**config.mk**
```make
export PLATFORM = sky130hd
export DESIGN_NAME = mbc_ram
export DESIGN_NICKNAME = d
export VERILOG_FILES = /design/src/hw/rtl/mbc_ram.sv
export SDC_FILE = /design/constraint.sdc
export NUM_CORES = 1
export LEC_CHECK = 0
export ABC_AREA = 1
export BUFFER_PORTS_ARGS = -buffer_cell sky130_fd_sc_hd__buf_2
export CAP_MARGIN = 15
export CELL_PAD_IN_SITES_DETAIL_PLACEMENT = 0
export CELL_PAD_IN_SITES_GLOBAL_PLACEMENT = 1
export CORE_AREA = 2 2 111 113
export DETAILED_ROUTE_END_ITERATION = 6
export DIE_AREA = 0 0 113 115
export PLACE_DENSITY_LB_ADDON = 0.1
export SYNTH_ARGS = -nofsm -noshare
export SYNTH_HDL_FRONTEND = slang
export SYNTH_SLANG_ARGS = --single-unit
```
**constraint.sdc**
```tcl
create_clock -name i_clk -period 1.95 [get_ports i_clk]
set_input_delay 0.0975 -clock i_clk [delete_from_list [all_inputs] [get_ports i_clk]]
set_output_delay 0.0975 -clock i_clk [all_outputs]
set_load 0.01 [all_outputs]
```
**src/hw/rtl/mbc_ram.sv**
```systemverilog
// generic simple dual-port ram: one write port, one registered read port
// no dependencies
`default_nettype none
module mbc_ram #(
    parameter int WIDTH = 8,
    parameter int DEPTH = 16,
    localparam int AW   = (DEPTH > 1) ? $clog2(DEPTH) : 1
) (
    input  wire logic             i_clk,
    input  wire logic             i_we,
    input  wire logic [AW-1:0]    i_waddr,
    input  wire logic [WIDTH-1:0] i_wdata,
    input  wire logic [AW-1:0]    i_raddr,
    output logic      [WIDTH-1:0] o_rdata
);

    logic [WIDTH-1:0] r_mem [DEPTH];

    // write port and registered read
    always_ff @(posedge i_clk) begin
        if (i_we) begin
            r_mem[i_waddr] <= i_wdata;
        end
        o_rdata <= r_mem[i_raddr];
    end

endmodule
`default_nettype wire

```
Word-level counts from Yosys, hierarchy flattened
Memories as Yosys holds them, arrays and structs flattened. A register that Yosys moved wholly into a read port is not among the register bits. Index checks and enable logic that the tools add are counted.

Register bits: 0. Latch bits: 0. Memory bits (writable): 128. Bits in read-only memories: 0. Input port bits: 18. Output and inout port bits: 8. Word-level logic and storage cells: 3. Memories: 1.

Add/sub/neg operators: 0. Multipliers: 0. Div/mod/pow operators: 0. $lt $le $gt $ge: 0. Eq/ne operators: 0. Shift operators: 0. Multiplexer cells: 2. Bitwise logic cells: 0. Reduce and logical (&&, ||, !) cells: 0.

Memories: r_mem (words 16, bits a word 8, rd ports 1, clocked after memory_dff 1, wr ports 1, RTL line 17) `logic [WIDTH-1:0] r_mem [DEPTH];`.

Operator list (count): 2-to-1 mux 1 bit (2).

Longest topological paths before layout
Gate-level depths: netlist (run 1).

Depth after elaboration: 2. Mapped depth: 8. Mapped depth without buffers: 7.

Least setup slack after synthesis (run 1)
No wires, ideal clock.

Path kind: input to register. Start point: input port i_waddr[2]. End point: memory r_mem[10][0], enable pin. Library setup time: 0.370 ns. Data arrival time: 0.678 ns. Data required time: 1.580 ns. Slack: 0.902 ns. Cell stages on the path: 2. Path buffers: 0. Cells stage by stage: nand3b_1 > nor2_1.

RTL lines: from (decl) (RTL line 11) `input wire logic [AW-1:0] i_waddr,`; to (decl) (RTL line 17).

Straight into the memory's write port.

Worst setup path in the final report (run 1)
Start point: register o_rdata[4], read port of r_mem. End point: output port o_rdata[4].

RTL lines: from (decl) (RTL line 14) `output logic [WIDTH-1:0] o_rdata`.

No word-level cell between the ends.

==> impl_metrics.json, run 1 <==
{
  "outcome": "complete, but fails checks",
  "violations": "DRC",
  "dieArea_mm2": 0.01300,
  "hold_viol": 0,
  "ctsHoldBuffers": 0,
  "yosys-top-cells-area": "edfxtp_1, nand2_1, nand3_1, inv_1, dfxtp_1",
  "ios": 26,
  "final_net_count": 607,
  "cp_top_family": "flip-flops",
  "clock_sink_count": 136,
  "asyncSetResetFlopFracSynth_pct": 0,
  "avgSynthCellArea_um2": 10.47,
  "synth.most_common_cell": "nand2_1",
  "synthesis.area_mm2": 0.005767,
  "tritoncts": "done",
  "holdWs_ns": 0.05736,
  "via_count_of_the_first_global_routing_pass": 3735,
  "grt_pass1_wl_um": 20960,
  "number_of_enable_flip_flop_cells_after_synthesis": 128,
  "vdd_ir_drop_max_mv": 0.6455,
  "htreeDepth": 4,
  "worstPathMaxFanout": 1,
  "cp.arrival_ns": 0.94,
  "critical_path_endpoint_category": "primary output",
  "sum_of_net_half_perimeters_after_detailed_placement_um": 8355,
  "cts.root.buffer_cell": "clkbuf_16",
  "cts_buffers": 17,
  "design.core.area_mm2": 0.01181,
  "crit_path_top_delay_cell": "dfxtp_1",
  "synthCells": 551,
  "final-setup-viol-count": 0,
  "ys_seq_area_share_pct": 69.43,
  "synth.ff_latch_count": 136,
  "num_antenna_cells": 0,
  "total_iterations_of_the_first_detailed_routing_run": 6,
  "initial_utilization_pct": 48.82,
  "placement.io_buffers": 25,
  "route.final.wire_length_um": 13460,
  "detail_route.vias_per_cell": 4.983,
  "maxCapViolations": 0,
  "initial_antenna_violation_count": 0,
  "cts_max_path_buffers": 2,
  "critical_path_buf_inv_count": 1,
  "final.min_clock_period_ns": 1.034,
  "post_synth_num_cell_types": 12,
  "wl_per_cell_um": 17.98,
  "power_density_mw_per_mm2": 1011,
  "crit_chain": "buf_2",
  "nets_in_the_synthesized_netlist": 569,
  "insertion_delay_ns": 0.42,
  "yosysWarningCount": 0,
  "rsz0062_at_grt": "no",
  "worst-endpoint-required_ns": 1.85,
  "fp.dieH_um": 115,
  "row_count": 40,
  "fmaxAchievable_mhz": 966.7,
  "flow.area_growth_from_synthesis_pct": 14.25,
  "slew_viol_final": 0,
  "post_synth_most_frequent_cells": "nand2_1, edfxtp_1, inv_1",
  "drc_errors": 2,
  "critPathMaxStageDelay_ns": 0.37,
  "post-synth-top-area-fraction_pct": 66.65,
  "setup-tns-final_ns": 0,
  "number_of_gates_resized_after_cts": 0,
  "period_share_pct": 53.05,
  "clk_pin_slew_ns": 0.06,
  "gp_congestion": 0.8187,
  "proportion_of_layout_cells_with_a_drive_suffix_above_1_pct": 11.63,
  "die_span_in_x_um": 113,
  "tightest_slew_ns": 0.6871,
  "min-delay-path-class": "input pin to flip-flop",
  "via_count": 3732,
  "synth-main-ff-cell": "edfxtp_1",
  "detail-route-antenna-nets": 0,
  "synth_area_leader_cell": "edfxtp_1",
  "post_cts_buffers": 0,
  "maxSlewHeadroom_pct": 54.02,
  "grt-ovfl-total": 0,
  "dr.first_iter.drc_count": 355,
  "grt_use_total_pct": 22.45,
  "grt_max_degree": 45,
  "power.static_leakage_uw": 0.002876,
  "fin_worst_skew_ns": 0.004411,
  "worstSetupPathType": "flip-flop to primary output",
  "start_kind": "flip-flop"
}
[layout by cell type (no fill, tap or decap)]
cell	n
clkbuf_16	17
nor2_1	17
inv_1	100
nand3b_1	2
buf_2	25
clkinv_1	5
buf_4	18
clkbuf_1	2
clkinv_2	5
clkinvlp_4	1
inv_2	2
nand2_1	173
dfxtp_1	8
bufinv_16	2
nand3_1	97
edfxtp_1	128
[power by group]
group	internal [µW]	switching, µW
Sequential	3270	22.5
Combinational	114	289
Clock	1840	1130
Total	5220	1440
[tightest hold or removal path: cells and delay by family]
| kind | cells | cell delay (ns) |
|---|---|---|
| buffers and inverters | 1 | 0.18 |
| AND/OR/NAND/NOR | 2 | 0.15 |
[layer usage]
metal	wire (µm)	vias up	track usage (%)
li1	-	1848	-
met1	5993	1781	29.64
met2	6624	88	36.65
met3	679	15	5.535
met4	167	0	7.967
met5	0	-	0
[registers in the layout, summed over array words and instances, names as in the netlist]
name / cells
r_mem: 128
o_rdata: 8
[path summary, 6_finish.rpt]
kind,start,slack (ns),cells after the start,to
setup reg to reg,r_mem[8][5],0.92,6,o_rdata[5]
hold reg to reg,r_mem[12][2],0.64,6,o_rdata[2]
hold / removal,i_raddr[3],0.06,3,o_rdata[2]
setup / recovery,o_rdata[4],0.92,1,o_rdata[4]
[area by class of cell]
| type | count | area, µm² |
|---|---|---|
| clock buffer | 19 | 432.9 |
| clock inverter | 13 | 111.4 |
| fill | 1058 | 5223 |
| inverter | 102 | 382.9 |
| multi-input combinational | 289 | 1214 |
| sequential | 136 | 4004 |
| tap | 147 | 183.9 |
| timing repair buffer | 43 | 260.3 |
[logic make-up (layout without fill, tap and decap cells)]
logic type,after synthesis,after routing,share of synthesized area [%]
AND/OR/NAND/NOR,289,289,21.05
flip-flops,136,136,69.43
buffers and inverters,126,177,9.525
[stage by stage]
step / total power (µW) / utilization, % / cell area [µm²] / instances / worst slack, ns
after global routing: 6896 / 55.78 / 6589 / 749 / 0.8208
after detailed placement: 3761 / 51.18 / 6045 / 717 / 0.5743
final: 6663 / 55.78 / 6589 / 749 / 0.9156
after global placement: 3755 / 51.18 / 6045 / 717 / 0.5873
after floorplan: 3584 / - / 5767 / 551 / 0.9017
after CTS: 6723 / 55.78 / 6589 / 749 / 0.8871
Note: power is estimated with default switching activity, not from simulation.
==> run 2: changes to the inputs <==
- ABC_AREA: 1 -> 0
- CORE_AREA: 2 2 111 113 -> 2 2 107 109
- DIE_AREA: 0 0 113 115 -> 0 0 109 111
- clock period: 1.95 -> 0.9 ns (I/O delays scaled with it)
==> impl_metrics.json, run 2 <==
{
  "placement.setup.worst_slack_ns": -0.5940,
  "dr.first_iter.drc_count": 166,
  "fp.dieH_um": 111,
  "cts.root.buffer_cell": "clkbuf_16",
  "worstSetupPathType": "flip-flop to flip-flop",
  "fmaxAchievable_mhz": 794.2,
  "yosys-top-cells-area": "edfxtp_1, mux4_2, mux4_1, dfxtp_1, a22oi_1",
  "ios": 26,
  "ys_seq_area_share_pct": 77.78,
  "violations": "setup timing",
  "rsz0062_at_grt": "yes",
  "drc_errors": 0,
  "avgSynthCellArea_um2": 22.48,
  "wl_met2_um": 5008,
  "gp_congestion": 0.7036,
  "layout.cells.non_filler": 453,
  "grt_use_total_pct": 18.87,
  "initial_utilization_pct": 46.47,
  "post_synth_most_frequent_cells": "edfxtp_1, mux4_2, a22oi_1",
  "grt-ovfl-total": 0,
  "min-delay-path-class": "input pin to flip-flop",
  "synth_area_leader_cell": "edfxtp_1",
  "total_iterations_of_the_first_detailed_routing_run": 4,
  "period_share_pct": 139.9,
  "highest-signal-layer": "met4",
  "synthCells": 229,
  "ctsHoldBuffers": 0,
  "post_synth_num_cell_types": 19,
  "number_of_enable_flip_flop_cells_after_synthesis": 128,
  "proportion_of_layout_cells_with_a_drive_suffix_above_1_pct": 49.35,
  "vdd_ir_drop_max_mv": 1.149,
  "placement.io_buffers": 25,
  "tightest_slew_ns": 1.047,
  "htreeDepth": 4,
  "yosysWarningCount": 0,
  "fin_total_pwr_uw": 14770,
  "tritoncts": "done",
  "grt_max_degree": 24,
  "sum_of_net_half_perimeters_after_detailed_placement_um": 6329,
  "wl_met1_um": 4470,
  "cts_max_path_buffers": 2,
  "via_count_of_the_first_global_routing_pass": 2553,
  "insertion_delay_ns": 0.41,
  "synth.ff_latch_count": 136,
  "setup-tns-final_ns": -2.696,
  "dpl_cell_area_mm2": 0.005861,
  "dieArea_mm2": 0.01210,
  "nets_in_the_synthesized_netlist": 247,
  "power_density_mw_per_mm2": 2257,
  "outcome": "complete, but fails checks",
  "post-route-cell-area_mm2": 0.006545,
  "clk_pin_slew_ns": 0.06,
  "synthesis.area_mm2": 0.005147,
  "cp.arrival_ns": 1.55,
  "row_count": 39,
  "detail-route-antenna-nets": 0,
  "num_antenna_cells": 0,
  "clock_sink_count": 136,
  "critical_path_endpoint_category": "flip-flop",
  "wl_met3_um": 368,
  "design.core.area_mm2": 0.01108,
  "asyncSetResetFlopFracSynth_pct": 0,
  "flow.area_growth_from_synthesis_pct": 27.15,
  "start_kind": "flip-flop",
  "synth-main-ff-cell": "edfxtp_1",
  "top_register": "r_mem",
  "via_count": 2449,
  "worst-endpoint-required_ns": 1.19,
  "largest_register_ff_count": 128,
  "wl_per_cell_um": 21.95,
  "maxSlewHeadroom_pct": 30.04,
  "maxCapViolations": 0,
  "fin_worst_skew_ns": 0.006195,
  "layout.cells.most_common_list": "edfxtp_1, mux4_2, buf_2",
  "initial_antenna_violation_count": 0,
  "final_net_count": 315,
  "final_critical_path_setup_slack_ns": -0.3591,
  "route.final.wire_length_um": 9945,
  "count_of_placed_standard_cells_including_taps": 420,
  "grt_pass1_wl_um": 15700,
  "synth.most_common_cell": "edfxtp_1",
  "power.static_leakage_uw": 0.002166,
  "most_common_cell_after_layout_fill_and_taps_aside": "edfxtp_1",
  "slew_viol_final": 0,
  "hold_viol": 0,
  "final-setup-viol-count": 9,
  "final.min_clock_period_ns": 1.259,
  "top_regs": "r_mem x128, o_rdata x8",
  "post-synth-top-area-fraction_pct": 74.67,
  "cts_buffers": 17,
  "die_span_in_x_um": 109,
  "detail_route.vias_per_cell": 5.406,
  "worstPathMaxFanout": 1
}
-- run 2: cell types whose count changed after synthesis, sizes merged, moves of 4 or more --
cell   delta
nand2   -164
inv     -102
nand3    -96
mux4     +32
buf      -17
a22oi    +16
nor2      -4
nor3      +4
-- run 2: path summary, 6_finish.rpt --
path	startpoint	endpoint	slack, ns	cells past startpoint
setup / recovery	r_mem[2][2]	o_rdata[2]	-0.36	3
hold / removal	i_wdata[4]	r_mem[15][4]	0.02	1
setup reg to reg	r_mem[2][2]	o_rdata[2]	-0.36	3
hold reg to reg	r_mem[12][4]	o_rdata[4]	0.69	3
-- run 2: through the flow --
stage               hold slack [ns]  util, %
CTS                        0.007482    58.57
detailed placement           0.4390    52.91
global route                0.01394    59.09
floorplan                    0.1439        -
global placement             0.4382    52.91
finish                      0.02331    59.09
-- run 2: final cells by class --
cell class | count | area [µm²]
Clock inverter | 14 | 157.7
Clock buffer | 18 | 429.2
Fill cell | 777 | 4532
Sequential cell | 136 | 4009
Timing Repair Buffer | 59 | 618.1
Multi-Input combinational cell | 83 | 1152
Tap cell | 143 | 178.9
-- run 2: repair_timing --
action,in CTS,in global routing
pin swaps,1,2
hold endpoints to repair,0,0
endpoints found under the setup margin,13,32
gates resized for setup,9,11
setup buffers,0,1
-- run 2: where the power goes --
group | internal, µW | switching, µW | leakage [µW]
sequential | 7090 | 45.9 | 0.00122
combinational | 409 | 449 | 0.000665
clock | 4310 | 2470 | 0.000277
total | 11800 | 2960 | 0.00217
-- run 2: layer usage --
metal,track usage [%],vias up
li1,-,1099
met4,6.325,0
met5,0,-
met2,28.36,50
met1,26.39,1292
met3,5.879,8
-- run 2: cells by family (layout without fill, tap and decap cells) --
group	after synthesis	count (layout)	synth area share [%]
simple gates	35	35	3.184
flops	136	136	77.78
compound gates	16	16	2.334
mux	32	32	15.02
buf+inv	10	91	1.677
-- run 2: worst max-delay path, stage by stage, from the launching register on --
cell and delay, ns:
edfxtp_1 0.37, mux4_2 0.48, a22oi_2 0.22, nand2_1 0.08
==> run 3: changes to the inputs <==
- CORE_AREA: 2 2 107 109 -> 2 2 105 107
- DIE_AREA: 0 0 109 111 -> 0 0 107 109
- clock period: 0.9 -> 1.3 ns (I/O delays scaled with it)
==> impl_metrics.json, run 3 (synthesized netlist as in run 2, its figures left out) <==
{
  "outcome": "finished clean",
  "wl_met2_um": 4981,
  "initial_utilization_pct": 48.55,
  "die_span_in_x_um": 107,
  "fin_worst_skew_ns": 0.008008,
  "route.final.wire_length_um": 9669,
  "holdWs_ns": 0.09882,
  "total_iterations_of_the_first_detailed_routing_run": 4,
  "clock_sink_count": 136,
  "placement.io_buffers": 25,
  "slew_viol_final": 0,
  "hold_depth": 4,
  "final_net_count": 317,
  "worstSetupPathType": "flip-flop to flip-flop",
  "tritoncts": "done",
  "gp_congestion": 0.6948,
  "crit_chain": "mux4_2, a22oi_2, nand2_1",
  "ios": 26,
  "fin_total_pwr_uw": 10530,
  "most_common_cell_after_layout_fill_and_taps_aside": "edfxtp_1",
  "cts_buffers": 17,
  "maxCapViolations": 0,
  "dieArea_mm2": 0.01166,
  "wl_met1_um": 4152,
  "final_critical_path_setup_slack_ns": 0.02347,
  "maxSlewHeadroom_pct": 32.68,
  "proportion_of_layout_cells_with_a_drive_suffix_above_1_pct": 40.38,
  "crit_path_top_delay_cell": "mux4_2",
  "critPathMaxStageDelay_ns": 0.50,
  "critical_path_endpoint_category": "flip-flop",
  "post_cts_buffers": 0,
  "worstSetupPathDepth": 3,
  "final.min_clock_period_ns": 1.277,
  "fp.dieH_um": 109,
  "n_fill_cell": 797,
  "cp_top_family": "multiplexers",
  "grt-ovfl-total": 0,
  "worst-endpoint-required_ns": 1.69,
  "power.static_leakage_uw": 0.002154,
  "cp.arrival_ns": 1.67,
  "dr.first_iter.drc_count": 150,
  "top_regs": "r_mem x128, o_rdata x8",
  "initial_antenna_violation_count": 0,
  "placement.setup.worst_slack_ns": -0.1980,
  "insertion_delay_ns": 0.51,
  "grt_use_total_pct": 18.62,
  "detail_route.vias_per_cell": 5.427,
  "largest_register_ff_count": 128,
  "r2r_cells": 3,
  "cts_max_path_buffers": 2,
  "rsz0062_at_grt": "yes",
  "flow.area_growth_from_synthesis_pct": 23.48,
  "cts.root.buffer_cell": "clkbuf_8",
  "via_count_of_the_first_global_routing_pass": 2592,
  "hold_viol": 0,
  "power_density_mw_per_mm2": 1657,
  "num_antenna_cells": 0,
  "layout.core_utilization_pct": 59.95,
  "top_register": "r_mem",
  "htreeDepth": 4,
  "via_count": 2453,
  "start_kind": "flip-flop",
  "final-setup-viol-count": 0,
  "design.core.area_mm2": 0.01060,
  "clk_pin_slew_ns": 0.06,
  "wl_met3_um": 498,
  "grt_max_degree": 20,
  "wl_per_cell_um": 21.39,
  "highest-signal-layer": "met4",
  "sum_of_net_half_perimeters_after_detailed_placement_um": 6252,
  "detail-route-antenna-nets": 0,
  "critical_path_buf_inv_count": 0,
  "worstPathMaxFanout": 1,
  "fmaxAchievable_mhz": 783.4,
  "row_count": 38,
  "period_share_pct": 98.19,
  "min-delay-path-class": "input pin to flip-flop",
  "layout.cells.most_common_list": "edfxtp_1, mux4_2, buf_2",
  "vdd_ir_drop_max_mv": 0.7936,
  "grt_pass1_wl_um": 14950,
  "drc_errors": 0,
  "tightest_slew_ns": 1.008
}
-- run 3: cell count changes in the layout (fill, tap and decap cells not counted), moves of 7 or more --
cell,before,now
buf_12,17,4
nor2_1,3,13
dlygate4sd3_1,0,8
buf_4,17,24
nor2_2,7,0
-- run 3: area by class of cell --
cell class                 count  area, µm²  share of cell area (%)
clock buffer                  17      414.1                   6.516
multi-input combinational     83       1071                   16.85
sequential                   136       4004                   62.99
timing repair buffer          61      465.4                   7.323
clock inverter                15      226.5                   3.563
tap                          140      175.2                   2.756
-- run 3: final timing paths --
kind	start	end	slack, ns
min reg2reg	r_mem[7][1]	o_rdata[1]	0.68
min	i_raddr[1]	o_rdata[0]	0.1
max reg2reg	r_mem[11][4]	o_rdata[4]	0.02
max	r_mem[11][4]	o_rdata[4]	0.02
-- run 3: routing by layer --
metal / global-route usage, % / vias up
li1: - / 1105
met1: 24.68 / 1272
met2: 30.30 / 74
met3: 5.140 / 2
met4: 6.122 / 0
met5: 0 / -
-- run 3: worst min-delay path, cell delays in order --
cell and delay, ns:
buf_2 0.16, mux4_2 0.24, a22oi_2 0.05, nand2_1 0.06
-- run 3: what timing repair did --
| action | CTS | global route |
|---|---|---|
| endpoints found under the hold margin | 128 | 0 |
| pin swaps | 2 | 7 |
| hold buffers | 8 | 0 |
| endpoints found under the setup margin | 6 | 8 |
| resized for setup | 8 | 13 |
-- run 3: power breakdown --
| part | switching, µW | internal (µW) | total (µW) |
|---|---|---|---|
| sequential | 33.9 | 4900 | 4940 |
| combinational | 278 | 252 | 529 |
| clock | 1750 | 3310 | 5070 |
| total | 2060 | 8470 | 10500 |
-- run 3: metrics by stage --
| stage | area (µm²) | TNS [ns] | cells |
|---|---|---|---|
| after floorplan | 5152 | -0.8630 | 229 |
| after global routing | 6356 | -0.04176 | 452 |
| final | 6356 | 0 | 452 |
| after global placement | 5627 | -1.307 | 412 |
| after CTS | 6370 | 0 | 452 |
| after detailed placement | 5627 | -1.329 | 412 |
